==> src/rtl/mlr_pkg.sv <==
// Shared types, widths, codes and helpers for the midpoint line rasterizer.
package mlr_pkg;

  // Coordinate width of the endpoint and pixel fields
  localparam int COORD_BITS = 10;
  // Walked coordinates in flipped space, signed
  localparam int WALK_W     = COORD_BITS + 2;
  // Midpoint decision variable, signed
  localparam int DEC_W      = COORD_BITS + 3;
  // Absolute deltas, step count and signed flipped origin y
  localparam int DELTA_W    = COORD_BITS + 1;
  // Magnitude of a walked coordinate fed to the stipple divider
  localparam int MAG_W      = COORD_BITS + 1;
  // Divider bit counter
  localparam int DIV_CNT_W  = $clog2(MAG_W);
  // Configuration register widths
  localparam int HEIGHT_W   = COORD_BITS;
  localparam int STIP_W     = 4;
  localparam int CFG_DATA_W = HEIGHT_W;
  localparam int CFG_IDX_W  = 1;

  // Configuration register indexes
  localparam logic [CFG_IDX_W-1:0] REG_WINDOW_HEIGHT  = 1'b0;
  localparam logic [CFG_IDX_W-1:0] REG_STIPPLE_LENGTH = 1'b1;

  // Reset values of the configuration registers
  localparam logic [HEIGHT_W-1:0] HEIGHT_RESET  = HEIGHT_W'(600);
  localparam logic [STIP_W-1:0]   STIPPLE_RESET = '0;

  // Input beat modes
  localparam logic MODE_START = 1'b0;
  localparam logic MODE_STEP  = 1'b1;

  // Dash period residues
  localparam logic [1:0] RES3_ZERO = 2'd0;

  typedef struct packed {
    logic                  mode;
    logic [COORD_BITS-1:0] x_start;
    logic [COORD_BITS-1:0] y_start;
    logic [COORD_BITS-1:0] x_end;
    logic [COORD_BITS-1:0] y_end;
  } in_beat_t;

  typedef struct packed {
    logic [COORD_BITS-1:0] pixel_x;
    logic [COORD_BITS-1:0] pixel_y;
    logic                  pixel_on;
    logic                  done_res;
  } out_beat_t;

  // Segment orientation flags
  typedef struct packed {
    logic yneg;
    logic xneg;
    logic steep;
  } line_class_t;

  typedef enum logic [1:0] {
    ST_IDLE,
    ST_DIV,
    ST_EMIT
  } state_e;

  // Residue mod 3 of (2*r + b), for quotient bits arriving MSB first
  function automatic logic [1:0] mod3_next(input logic [1:0] r, input logic b);
    logic [1:0] res;
    unique case ({r, b})
      3'b000: res = 2'd0;
      3'b001: res = 2'd1;
      3'b010: res = 2'd2;
      3'b011: res = 2'd0;
      3'b100: res = 2'd1;
      3'b101: res = 2'd2;
      default: res = 2'd0;
    endcase
    return res;
  endfunction

endpackage

==> src/rtl/midpoint_line_rasterizer.sv <==
// Midpoint line rasterizer: segment setup, pixel walk and stipple divider.
// A start beat is loaded into the result register and then into the output register; a step
//   beat with stippling on passes first through the restoring divider, one quotient bit per cycle.
// The input stalls until the last beat's pixel is loaded into the output register, so no new
//   beat is taken before that; the stipple divider and a blocked output both hold it off.
// A step beat with no segment in progress is taken and gives no pixel.
// Reset: asynchronous, active low; clears the sequencer, step count and output valid,
//   loads window height 600 and stipple length 0.
module midpoint_line_rasterizer (
  input  logic                                clk_i,
  input  logic                                rst_ni,
  input  logic                                in_valid_i,
  output logic                                in_stall_o,
  input  mlr_pkg::in_beat_t                   in_beat_i,
  output logic                                out_valid_o,
  input  logic                                out_stall_i,
  output mlr_pkg::out_beat_t                  out_beat_o,
  input  logic                                cfg_we_i,
  input  logic [mlr_pkg::CFG_IDX_W-1:0]       cfg_idx_i,
  input  logic [mlr_pkg::CFG_DATA_W-1:0]      cfg_data_i
);

  // Configuration
  logic [mlr_pkg::HEIGHT_W-1:0] height_q;
  logic [mlr_pkg::STIP_W-1:0]   stipple_q;

  // Segment state
  logic signed [mlr_pkg::WALK_W-1:0]  walk_x_q, walk_x_d;
  logic signed [mlr_pkg::WALK_W-1:0]  walk_y_q, walk_y_d;
  logic signed [mlr_pkg::DEC_W-1:0]   dec_q, dec_d;
  logic [mlr_pkg::COORD_BITS-1:0]     origin_x_q;
  logic signed [mlr_pkg::DELTA_W-1:0] origin_y_q, origin_y_d;
  logic [mlr_pkg::DELTA_W-1:0]        dmajor_q, dmajor_d;
  logic [mlr_pkg::DELTA_W-1:0]        dminor_q, dminor_d;
  mlr_pkg::line_class_t               cls_q, cls_d;
  logic [mlr_pkg::DELTA_W-1:0]        steps_left_q, steps_left_d;

  // Sequencer, divider and result holding
  mlr_pkg::state_e                state_q, state_d;
  logic [mlr_pkg::MAG_W-1:0]      div_num_q, div_num_d;
  logic [mlr_pkg::STIP_W-1:0]     div_rem_q, div_rem_d;
  logic [1:0]                     div_q3_q, div_q3_d;
  logic [mlr_pkg::DIV_CNT_W-1:0]  div_cnt_q, div_cnt_d;
  mlr_pkg::out_beat_t             res_q, res_d;
  mlr_pkg::out_beat_t             out_beat_q;
  logic                           out_valid_q, out_valid_d;
  logic                           out_load;

  logic in_acc;
  logic is_start;
  logic is_step;
  logic seg_load;
  logic step_load;

  // Setup terms
  logic signed [mlr_pkg::WALK_W-1:0]  h_w;
  logic signed [mlr_pkg::WALK_W-1:0]  xs_w, xe_w, ys_w, ye_w;
  logic signed [mlr_pkg::WALK_W-1:0]  y1_w, y2_w;
  logic signed [mlr_pkg::WALK_W-1:0]  ddx_w, ddy_w;
  logic [mlr_pkg::DELTA_W-1:0]        dx_v, dy_v;
  logic signed [mlr_pkg::WALK_W-1:0]  s_wx, s_wy;
  logic signed [mlr_pkg::DEC_W-1:0]   s_dec;
  logic [mlr_pkg::DELTA_W-1:0]        s_dmaj, s_dmin;
  mlr_pkg::line_class_t               s_cls;

  // Step terms
  logic                               minor_move;
  logic                               axis_walk;
  logic signed [mlr_pkg::WALK_W-1:0]  n_wx, n_wy;
  logic signed [mlr_pkg::DEC_W-1:0]   n_dec;
  logic signed [mlr_pkg::WALK_W-1:0]  ox_w, oy_w;
  logic signed [mlr_pkg::WALK_W-1:0]  px_w, py_w;
  logic signed [mlr_pkg::WALK_W-1:0]  major_w, major_abs;
  logic [mlr_pkg::MAG_W-1:0]          mag_v;

  // Divider step
  logic [mlr_pkg::STIP_W:0]           div_trial;
  logic                               div_ge;
  logic [mlr_pkg::STIP_W:0]           div_diff;
  logic [1:0]                         div_q3_n;

  assign in_stall_o  = (state_q != mlr_pkg::ST_IDLE);
  assign in_acc      = in_valid_i && !in_stall_o;
  assign is_start    = in_acc && (in_beat_i.mode == mlr_pkg::MODE_START);
  assign is_step     = in_acc && (in_beat_i.mode == mlr_pkg::MODE_STEP);
  assign seg_load    = is_start;
  assign step_load   = is_step && (steps_left_q != '0);
  assign out_valid_o = out_valid_q;
  assign out_beat_o  = out_beat_q;

  // Set up a segment: flip y, take deltas, classify and seed the walk
  always_comb begin
    h_w   = $signed(mlr_pkg::WALK_W'(height_q));
    xs_w  = $signed(mlr_pkg::WALK_W'(in_beat_i.x_start));
    xe_w  = $signed(mlr_pkg::WALK_W'(in_beat_i.x_end));
    ys_w  = $signed(mlr_pkg::WALK_W'(in_beat_i.y_start));
    ye_w  = $signed(mlr_pkg::WALK_W'(in_beat_i.y_end));
    y1_w  = h_w - ys_w;
    y2_w  = h_w - ye_w;
    ddx_w = xe_w - xs_w;
    ddy_w = ys_w - ye_w;
    dx_v  = ddx_w[mlr_pkg::WALK_W-1] ? mlr_pkg::DELTA_W'(-ddx_w) : mlr_pkg::DELTA_W'(ddx_w);
    dy_v  = ddy_w[mlr_pkg::WALK_W-1] ? mlr_pkg::DELTA_W'(-ddy_w) : mlr_pkg::DELTA_W'(ddy_w);
    s_cls.xneg  = (in_beat_i.x_end < in_beat_i.x_start);
    s_cls.yneg  = (in_beat_i.y_start < in_beat_i.y_end);
    s_cls.steep = 1'b0;
    s_wx   = xs_w;
    s_wy   = y1_w;
    s_dec  = '0;
    s_dmin = '0;
    s_dmaj = dx_v;
    priority if (dy_v == '0) begin
      // horizontal or a point: walk from the smaller x
      s_wx = ((xs_w < xe_w) ? xs_w : xe_w) - mlr_pkg::WALK_W'(1);
    end else if (dx_v == '0) begin
      // vertical: walk from the smaller flipped y
      s_cls.steep = 1'b1;
      s_dmaj      = dy_v;
      s_wy        = ((y1_w < y2_w) ? y1_w : y2_w) - mlr_pkg::WALK_W'(1);
    end else if (dy_v < dx_v) begin
      s_dmin = dy_v;
      s_dec  = $signed(mlr_pkg::DEC_W'(dy_v)) - $signed(mlr_pkg::DEC_W'(dx_v >> 1));
    end else begin
      s_cls.steep = 1'b1;
      s_dmaj      = dy_v;
      s_dmin      = dx_v;
      s_dec       = $signed(mlr_pkg::DEC_W'(dx_v)) - $signed(mlr_pkg::DEC_W'(dy_v >> 1));
    end
  end

  // Advance one pixel along the major axis and reflect it back to its quadrant
  always_comb begin
    axis_walk  = (dminor_q == '0);
    minor_move = !dec_q[mlr_pkg::DEC_W-1];
    n_dec      = dec_q;
    n_wx       = walk_x_q;
    n_wy       = walk_y_q;
    if (axis_walk) begin
      if (cls_q.steep) begin
        n_wy = walk_y_q + mlr_pkg::WALK_W'(1);
      end else begin
        n_wx = walk_x_q + mlr_pkg::WALK_W'(1);
      end
    end else begin
      n_dec = dec_q + $signed(mlr_pkg::DEC_W'(dminor_q))
            - (minor_move ? $signed(mlr_pkg::DEC_W'(dmajor_q)) : $signed(mlr_pkg::DEC_W'(0)));
      if (cls_q.steep) begin
        n_wy = walk_y_q + mlr_pkg::WALK_W'(1);
        n_wx = walk_x_q + mlr_pkg::WALK_W'(minor_move);
      end else begin
        n_wx = walk_x_q + mlr_pkg::WALK_W'(1);
        n_wy = walk_y_q + mlr_pkg::WALK_W'(minor_move);
      end
    end
    ox_w = $signed(mlr_pkg::WALK_W'(origin_x_q));
    oy_w = $signed({{(mlr_pkg::WALK_W-mlr_pkg::DELTA_W){origin_y_q[mlr_pkg::DELTA_W-1]}},
                    origin_y_q});
    px_w = (!axis_walk && cls_q.xneg) ? (ox_w <<< 1) - n_wx : n_wx;
    py_w = (!axis_walk && cls_q.yneg) ? h_w + n_wy - (oy_w <<< 1) : h_w - n_wy;
    major_w   = cls_q.steep ? n_wy : n_wx;
    major_abs = major_w[mlr_pkg::WALK_W-1] ? -major_w : major_w;
    mag_v     = major_abs[mlr_pkg::MAG_W-1:0];
  end

  // Restoring divide: one quotient bit per cycle, keep the quotient mod 3
  always_comb begin
    div_trial = {div_rem_q, div_num_q[mlr_pkg::MAG_W-1]};
    div_ge    = (div_trial >= {1'b0, stipple_q});
    div_diff  = div_trial - {1'b0, stipple_q};
    div_q3_n  = mlr_pkg::mod3_next(div_q3_q, div_ge);
  end

  // Sequencer: next state, segment updates, divider and output register load
  always_comb begin
    state_d      = state_q;
    walk_x_d     = walk_x_q;
    walk_y_d     = walk_y_q;
    dec_d        = dec_q;
    origin_y_d   = origin_y_q;
    dmajor_d     = dmajor_q;
    dminor_d     = dminor_q;
    cls_d        = cls_q;
    steps_left_d = steps_left_q;
    div_num_d    = div_num_q;
    div_rem_d    = div_rem_q;
    div_q3_d     = div_q3_q;
    div_cnt_d    = div_cnt_q;
    res_d        = res_q;
    out_load     = 1'b0;
    out_valid_d  = out_valid_q && out_stall_i;

    unique case (state_q)
      mlr_pkg::ST_IDLE: begin
        if (seg_load) begin
          walk_x_d       = s_wx;
          walk_y_d       = s_wy;
          dec_d          = s_dec;
          origin_y_d     = y1_w[mlr_pkg::DELTA_W-1:0];
          dmajor_d       = s_dmaj;
          dminor_d       = s_dmin;
          cls_d          = s_cls;
          steps_left_d   = s_dmaj;
          res_d.pixel_x  = in_beat_i.x_start;
          res_d.pixel_y  = in_beat_i.y_start;
          res_d.pixel_on = 1'b1;
          res_d.done_res = (s_dmaj == '0);
          state_d        = mlr_pkg::ST_EMIT;
        end else if (step_load) begin
          walk_x_d       = n_wx;
          walk_y_d       = n_wy;
          dec_d          = n_dec;
          steps_left_d   = steps_left_q - mlr_pkg::DELTA_W'(1);
          res_d.pixel_x  = px_w[mlr_pkg::COORD_BITS-1:0];
          res_d.pixel_y  = py_w[mlr_pkg::COORD_BITS-1:0];
          res_d.pixel_on = (stipple_q == '0);
          res_d.done_res = (steps_left_q == mlr_pkg::DELTA_W'(1));
          div_num_d      = mag_v;
          div_rem_d      = '0;
          div_q3_d       = mlr_pkg::RES3_ZERO;
          div_cnt_d      = mlr_pkg::DIV_CNT_W'(mlr_pkg::MAG_W - 1);
          state_d        = (stipple_q == '0) ? mlr_pkg::ST_EMIT : mlr_pkg::ST_DIV;
        end
      end
      mlr_pkg::ST_DIV: begin
        div_num_d = div_num_q << 1;
        div_rem_d = div_ge ? div_diff[mlr_pkg::STIP_W-1:0] : div_trial[mlr_pkg::STIP_W-1:0];
        div_q3_d  = div_q3_n;
        div_cnt_d = div_cnt_q - mlr_pkg::DIV_CNT_W'(1);
        if (div_cnt_q == '0) begin
          res_d.pixel_on = (div_q3_n == mlr_pkg::RES3_ZERO);
          state_d        = mlr_pkg::ST_EMIT;
        end
      end
      mlr_pkg::ST_EMIT: begin
        // hold the pixel until the output register frees up
        if (!out_valid_q || !out_stall_i) begin
          out_load    = 1'b1;
          out_valid_d = 1'b1;
          state_d     = mlr_pkg::ST_IDLE;
        end
      end
      default: begin
        state_d = mlr_pkg::ST_IDLE;
      end
    endcase
  end

  // Control registers
  always_ff @(posedge clk_i or negedge rst_ni) begin
    if (!rst_ni) begin
      state_q      <= mlr_pkg::ST_IDLE;
      steps_left_q <= '0;
      out_valid_q  <= 1'b0;
      div_cnt_q    <= '0;
    end else begin
      state_q      <= state_d;
      steps_left_q <= steps_left_d;
      out_valid_q  <= out_valid_d;
      div_cnt_q    <= div_cnt_d;
    end
  end

  // Configuration registers
  always_ff @(posedge clk_i or negedge rst_ni) begin
    if (!rst_ni) begin
      height_q  <= mlr_pkg::HEIGHT_RESET;
      stipple_q <= mlr_pkg::STIPPLE_RESET;
    end else if (cfg_we_i) begin
      unique case (cfg_idx_i)
        mlr_pkg::REG_WINDOW_HEIGHT:  height_q  <= cfg_data_i;
        mlr_pkg::REG_STIPPLE_LENGTH: stipple_q <= cfg_data_i[mlr_pkg::STIP_W-1:0];
        default: ;
      endcase
    end
  end

  // Payload registers
  always_ff @(posedge clk_i) begin
    walk_x_q   <= walk_x_d;
    walk_y_q   <= walk_y_d;
    dec_q      <= dec_d;
    origin_y_q <= origin_y_d;
    dmajor_q   <= dmajor_d;
    dminor_q   <= dminor_d;
    cls_q      <= cls_d;
    div_num_q  <= div_num_d;
    div_rem_q  <= div_rem_d;
    div_q3_q   <= div_q3_d;
    res_q      <= res_d;
    if (seg_load) begin
      origin_x_q <= in_beat_i.x_start;
    end
    if (out_load) begin
      out_beat_q <= res_q;
    end
  end

`ifndef SYNTHESIS
  // A step with no segment in progress leaves the block idle
  a_idle_step: assert property (@(posedge clk_i) disable iff (!rst_ni)
    is_step && (steps_left_q == '0) |=> state_q == mlr_pkg::ST_IDLE)
    else $error("step without segment did not stay idle");

  // A start loads its first pixel, always on, straight for emission
  a_start_pixel: assert property (@(posedge clk_i) disable iff (!rst_ni)
    is_start |=> (state_q == mlr_pkg::ST_EMIT) && res_q.pixel_on
                 && (res_q.pixel_x == $past(in_beat_i.x_start)))
    else $error("start pixel not loaded");

  // Divider remainder stays below the stipple length
  a_div_rem: assert property (@(posedge clk_i) disable iff (!rst_ni)
    state_q == mlr_pkg::ST_DIV |-> div_rem_q < stipple_q)
    else $error("divider remainder out of range");

  // Step count only grows on a start
  a_steps_mono: assert property (@(posedge clk_i) disable iff (!rst_ni)
    !is_start |=> steps_left_q <= $past(steps_left_q))
    else $error("step count grew without a start");

  // A pending pixel waits while the output register is blocked
  a_emit_hold: assert property (@(posedge clk_i) disable iff (!rst_ni)
    (state_q == mlr_pkg::ST_EMIT) && out_valid_o && out_stall_i |=> state_q == mlr_pkg::ST_EMIT)
    else $error("pixel emitted over a blocked output");
`endif

endmodule

==> config.mk <==
export PLATFORM = sky130hd
export DESIGN_NAME = midpoint_line_rasterizer
export DESIGN_NICKNAME = d
export VERILOG_FILES = /design/src/rtl/mlr_pkg.sv /design/src/rtl/midpoint_line_rasterizer.sv
export SDC_FILE = /design/constraint.sdc
export NUM_CORES = 1
export LEC_CHECK = 0
export BUFFER_PORTS_ARGS = -buffer_cell sky130_fd_sc_hd__clkbuf_2
export CORE_MARGIN = 2
export CORE_UTILIZATION = 59
export CTS_BUF_LIST = sky130_fd_sc_hd__clkbuf_4
export CTS_CLUSTER_SIZE = 16
export DETAILED_ROUTE_END_ITERATION = 10
export PLACE_DENSITY_LB_ADDON = 0.3
export SETUP_SLACK_MARGIN = 0.15
export SLEW_MARGIN = 10
export SYNTH_ARGS = -nofsm -noshare
export SYNTH_HDL_FRONTEND = slang
export SYNTH_SLANG_ARGS = --single-unit
==> constraint.sdc <==
create_clock -name clk_i -period 5.2 [get_ports clk_i]
set_input_delay 1.04 -clock clk_i [delete_from_list [all_inputs] [get_ports clk_i]]
set_output_delay 1.04 -clock clk_i [all_outputs]
set_load 0.01 [all_outputs]
* Word-level counts from Yosys, hierarchy flattened
Index checks and enable logic that the tools add are counted.
** Word-level totals
- Output and inout bits :: 24
- Logic and storage cells :: 172
- Flip-flop bits (word level) :: 173
- Input bits :: 57
** Cells by class
- Muxes and demuxes :: 64
- Equal/unequal tests :: 13
- Reduce and logical (&&, ||, !) cells :: 36
- Magnitude comparators :: 6
- Add/subtract/negate cells :: 24
- Bitwise logic cells :: 2
** Operators with widths (count)
- two-way mux 12 bit :: 15
- two-way mux 11 bit :: 12
- two-way mux 13 bit :: 6
- zero test 11 bit :: 4
- two-way mux 22 bit :: 2
- subtractor 10 x 10 -> 11 bit :: 4
- negation 11 bit :: 3
- < comparator 10 bit :: 3
- two-way mux 10 bit :: 3
- subtractor 10 bit :: 3
- adder 12 x 1 -> 12 bit :: 2
- adder 12 x 2 -> 12 bit, second input constant :: 2
- subtractor 11 x 10 -> 12 bit :: 2
- < comparator 11 bit :: 2
- case mux 11 bit (2 select lines) :: 1
- two-way mux 4 bit :: 5
- case mux 4 bit (2 select lines) :: 2
- two-way mux 2 bit :: 7
- adder 13 x 12 -> 13 bit :: 1
- subtractor 13 x 12 -> 13 bit :: 1
- AND reduction 3 bit :: 4
- subtractor 12 x 2 -> 12 bit, second input constant :: 1
- equality test 11 x 1 -> 1 bit, second input constant :: 1
- nonzero test 11 bit :: 1
- 26 further kinds :: 58

* Logic depth before layout (Yosys ltp)
- Word-level depth :: 10
- Mapped depth :: 24
- Gate-level depth less buffers :: 23

* Worst setup path after synthesis
No wires, ideal clock.
- Path type :: input-to-reg
- Start :: input port in_beat_i[1] in the netlist's numbering
- End :: register walk_y_q[8] in the netlist's numbering (data pin)
- Required time :: 5051 ps
- Path slack :: -865 ps
- Arrival :: 5917 ps
- Library setup time :: 149 ps
- Buffers on the path :: 2
- Cell stages on the path :: 21
- Cell sequence :: inv_1 -> ha_1 -> nor2b_1 -> o21a_1 -> o21ai_0 -> a211oi_1 -> a2111oi_1 -> ha_1 -> o21ai_0 -> o21ai_0 -> a31oi_1 -> maj3_1 -> a21oi_1 -> buf_2 -> buf_1 -> mux2i_1 -> ha_1 -> o21ai_0 -> o211a_1 -> a2111oi_0 -> a2bb2oi_1
** Between the ends
- Word-level cells in the longest chain between the ends :: 7
- Elaborated cells on any way between the ends :: 11
- Classes of those cells :: add/sub: 4; order compare: 1; mux: 5; reduce/logical: 1
** Ends and longest elaborated chain
- start, declared :: RTL line midpoint_line_rasterizer.sv:14 : input mlr_pkg::in_beat_t in_beat_i,
- subtractor 10 x 10 -> 11 bit :: RTL line midpoint_line_rasterizer.sv:99 : y2_w = h_w - ye_w;
- < comparator 11 bit :: RTL line midpoint_line_rasterizer.sv:119 : s_wy = ((y1_w < y2_w) ? y1_w : y2_w) - mlr_pkg::WALK_W'(1);
- two-way mux 12 bit :: RTL line midpoint_line_rasterizer.sv:119
- subtractor 12 x 2 -> 12 bit :: RTL line midpoint_line_rasterizer.sv:119
- two-way mux 12 bit :: RTL line midpoint_line_rasterizer.sv:115 : end else if (dx_v == '0) begin
- two-way mux 12 bit * :: RTL line midpoint_line_rasterizer.sv:112 : priority if (dy_v == '0) begin
- two-way mux 12 bit * :: RTL line midpoint_line_rasterizer.sv:194 : if (seg_load) begin
- end signal, assigned :: RTL line midpoint_line_rasterizer.sv:280 : walk_y_q <= walk_y_d;
- end, declared :: RTL line midpoint_line_rasterizer.sv:29 : logic signed [mlr_pkg::WALK_W-1:0] walk_y_q, walk_y_d;
Every way passes the cells marked *; elsewhere a longest branch is shown, timed or not.
A chain may end at the register's enable or synchronous reset.

* Final worst setup path
- Start :: input port in_beat_i[10] in the netlist's numbering
- End :: register dec_q[12] in the netlist's numbering (data pin)
** Between the ends
- Word-level cells in the longest chain between the ends :: 8
- Elaborated cells on any way between the ends :: 11
- Classes of those cells :: add/sub: 4; order compare: 1; mux: 5; reduce/logical: 1
** Ends and longest elaborated chain
- subtractor 10 x 10 -> 11 bit * :: RTL line midpoint_line_rasterizer.sv:100 : ddx_w = xe_w - xs_w;
- negation 11 bit :: RTL line midpoint_line_rasterizer.sv:102 : dx_v = ddx_w[mlr_pkg::WALK_W-1] ? mlr_pkg::DELTA_W'(-ddx_w) : mlr_pkg::DELTA_W'(ddx_w);
- two-way mux 11 bit * :: RTL line midpoint_line_rasterizer.sv:102
- subtractor 11 x 10 -> 12 bit (tied with other cells) :: RTL line midpoint_line_rasterizer.sv:127 : s_dec = $signed(mlr_pkg::DEC_W'(dx_v)) - $signed(mlr_pkg::DEC_W'(dy_v >> 1));
- two-way mux 13 bit :: RTL line midpoint_line_rasterizer.sv:120 : end else if (dy_v < dx_v) begin
- two-way mux 13 bit * :: RTL line midpoint_line_rasterizer.sv:115
- two-way mux 13 bit * :: RTL line midpoint_line_rasterizer.sv:112
- two-way mux 13 bit * :: RTL line midpoint_line_rasterizer.sv:194
- end signal, assigned :: RTL line midpoint_line_rasterizer.sv:281 : dec_q <= dec_d;
- end, declared :: RTL line midpoint_line_rasterizer.sv:30 : logic signed [mlr_pkg::DEC_W-1:0] dec_q, dec_d;
Marked as above.

==> flow_metrics.tcl <==
set metrics [dict create \
    io_buffers 80 \
    synthDistinctLibCells 89 \
    power.density_nw_per_um2 548 \
    grt-ovfl-total 0 \
    rows 60 \
    die_w_um 168 \
    maxSlewHeadroom 0.191 \
    cp_slowest_stage_delay_ns 0.38 \
    io_pins 81 \
    final-setup-viol-count 0 \
    synth_edf_count 141 \
    final_cell_mix "buf_4, inv_1, nor2_1" \
    peakVddDrop_uv 406 \
    synth.area.top_cells "edfxtp_1, ha_1, inv_1" \
    crit_path_frequent_cell "o21ai_1" \
    antenna_found_initial 1 \
    path_class "primary input to flip-flop" \
    grt_util_met3 0.0423 \
    nets 2313 \
    arrival_ns 5.33 \
    synth_top_area_frac 0.266 \
    power_uw 10400 \
    synth_seq_cells 173 \
    seqCellArea_um2 5040 \
    grt_usage 0.322 \
    tightest_slew_ns 1.21 \
    drt_wl_total_um 45100 \
    rsz0062_at_grt "yes" \
    start_kind "primary input" \
    ys.flop_type "edfxtp_1" \
    slowest_stage "fa_2" \
    vias 14700 \
    areaGrowthSynthToFinish_pct 18.6 \
    die_area_um2 28400 \
    clockBufferDepth 2 \
    cts_tree "done" \
    grt_max_degree 66 \
    yosys_warnings 0 \
    crit_path_max_fanout 9 \
    layout-drive-gt1-share 0.223 \
    syn-cell-area_um2 15900 \
    async_reset_ff_frac 0.185 \
    cts_num_sinks 173 \
    end_kind "flip-flop" \
    synth_top_area_cell "edfxtp_1" \
    fin_skew_ns 0.0327 \
    fin_crit_sh 0.936 \
    min_period_ns 4.87 \
    die_h_um 168 \
    synth.avg_cell_area_um2 8.75 \
    drt_iter0_drc 1539 \
    grt_pass1_vias 14100 \
    gp_congestion 1.01 \
    required_ns 5.67 \
    multiInputGateArea_um2 10300 \
    coreArea_um2 26700 \
    clk_pin_slew_worst_paths_ns 0.17 \
    drv_cap 0 \
    ys_seq_area_frac 0.316 \
    met2_usage 0.528 \
    path_cells "clkbuf_2, inv_1, ha_2, fa_2, nand2b_4, a211oi_4, o311ai_4, nand2_1, buf_4, nand2_1, o21a_4, ha_1, nor2b_1, o21ai_1, a21boi_0, o21ai_1, a21boi_0, o21ai_1, a21boi_1, o211a_1, o41a_1, a211oi_2, a31o_2" \
    busiest_layer "met2" \
    path_buf_inv 3 \
    synth_cells 1823 \
    hold_violations 0 \
    final_common_cell "buf_4" \
    cts.htree.levels 4 \
    clk_latency_ns 0.61 \
    post_drt_wl_per_cell_um 18.4 \
    via_per_inst 6.02 \
    clock-root-buffer "clkbuf_4" \
    use_met1 0.444 \
    critPathTopFamily "compound AO/OA/AOI/OAI gates" \
    grt_pass1_wl_um 72600 \
    drc_errors 0 \
    r2r_cells 19 \
    post-dp-hpwl_um 35900 \
    cp_num_cells 23 \
    numCtsBuffers 17 \
    nFillCells 2086 \
    hp-class "flip-flop to flip-flop" \
    fmax_mhz 206 \
    whs_ns 0.430 \
    ant_nets 0 \
    whs_path_depth 0 \
    drtPass1Iterations 7 \
    start_util 0.597 \
    synth_nets 2043 \
    outcome "finished clean" \
    leakagePower_uw 0.00827 \
    drv_slew 0 \
]
-- synthesized netlist by cell type, drive strengths merged, types with 24 or more instances --
| cell | n |
|---|---|
| inv | 193 |
| o21a | 24 |
| ha | 135 |
| clkbuf | 42 |
| a211oi | 38 |
| nand3 | 42 |
| nand2 | 135 |
| edfxtp | 141 |
| fa | 28 |
| nor2 | 174 |
| xnor2 | 80 |
| dfrtp | 28 |
| nor2b | 39 |
| nor3 | 58 |
| a21o | 26 |
| mux2i | 29 |
| xor2 | 64 |
| o21ai | 99 |
| a21oi | 123 |
-- routing by layer --
metal,routed length [um],vias up
met5,0,-
met4,1160,0
met3,3330,99
met2,21100,627
met1,19400,6947
li1,-,7061
-- metrics by stage --
stage | std cells | instance area [um^2] | utilization | setup WS (ns) | setup TNS, ns
3_5_place_dp | 2413 | 18500 | 0.693 | -0.402 | -8.24
6_report | 2448 | 18900 | 0.707 | 0.335 | 0
4_1_cts | 2445 | 18800 | 0.704 | 0.196 | 0
2_1_floorplan | 1823 | 16200 | - | 0.0342 | 0
3_3_place_gp | 2413 | 18500 | 0.693 | -0.239 | -1.79
5_1_grt | 2448 | 18900 | 0.707 | 0.145 | 0
-- cells by family (layout without fill, tap and decap cells) --
group | count (synthesis) | in the layout | synth area share
multiplexers | 50 | 50 | 0.0330
flip-flops | 173 | 173 | 0.316
adder cells (fa/ha/maj) | 166 | 166 | 0.143
buffers and inverters | 250 | 533 | 0.0596
AND/OR/NAND/NOR | 578 | 578 | 0.174
other | 0 | 1 | 0
AO/OA/AOI/OAI | 462 | 462 | 0.195
XOR/XNOR | 144 | 144 | 0.0796
-- final cells by class --
class / count / share of cell area
clock inverters: 14 / 0.00788
clock buffers: 18 / 0.00715
diodes: 1 / 0.000132
inverters: 193 / 0.0385
flip-flops and latches: 173 / 0.267
repair buffers: 308 / 0.112
multi-input cells: 1400 / 0.545
well taps: 341 / 0.0226
-- registers in the layout, indices dropped and copies added, names as in the netlist, 3 cells and up --
register      cells
res_q            22
out_beat_o       22
height_q         10
origin_x_q        9
div_rem_q         4
dminor_q         11
steps_left_q     11
cls_q             3
walk_x_q         12
div_cnt_q         4
dec_q            13
origin_y_q        9
dmajor_q         11
walk_y_q         12
div_num_q        11
stipple_q         4
-- timing repair --
item	in CTS	in global routing
pin swaps	0	6
buffers inserted	0	2
hold buffers	0	0
endpoints found under the setup margin	1	12
resized for setup	5	21
-- final timing paths --
check,startpoint,to,slack (ns)
worst max-delay path,in_beat_i[10],dec_q[12]$_DFFE_PP_,0.33
worst min-delay path,res_q[20]$_DFFE_PP_,out_beat_o[20]$_DFFE_PP_,0.43
worst max register to register,dminor_q[4]$_SDFFCE_PP0P_,res_q[11]$_DFFE_PP_,0.40
worst min register to register,res_q[20]$_DFFE_PP_,out_beat_o[20]$_DFFE_PP_,0.43
max in group asynchronous,rst_ni,height_q[0]$_DFFE_PN0P_,4.04
min in group asynchronous,rst_ni,height_q[5]$_DFFE_PN0P_,0.54
-- power breakdown --
part           switching, uW  leakage (uW)  internal, uW  total, uW
Sequential               292       0.00170          2270       2560
Clock                    557      0.000146           222        779
Combinational           3920       0.00643          3090       7010
Total                   4770       0.00827          5580      10400
Note: power is estimated with default switching activity, not from simulation.
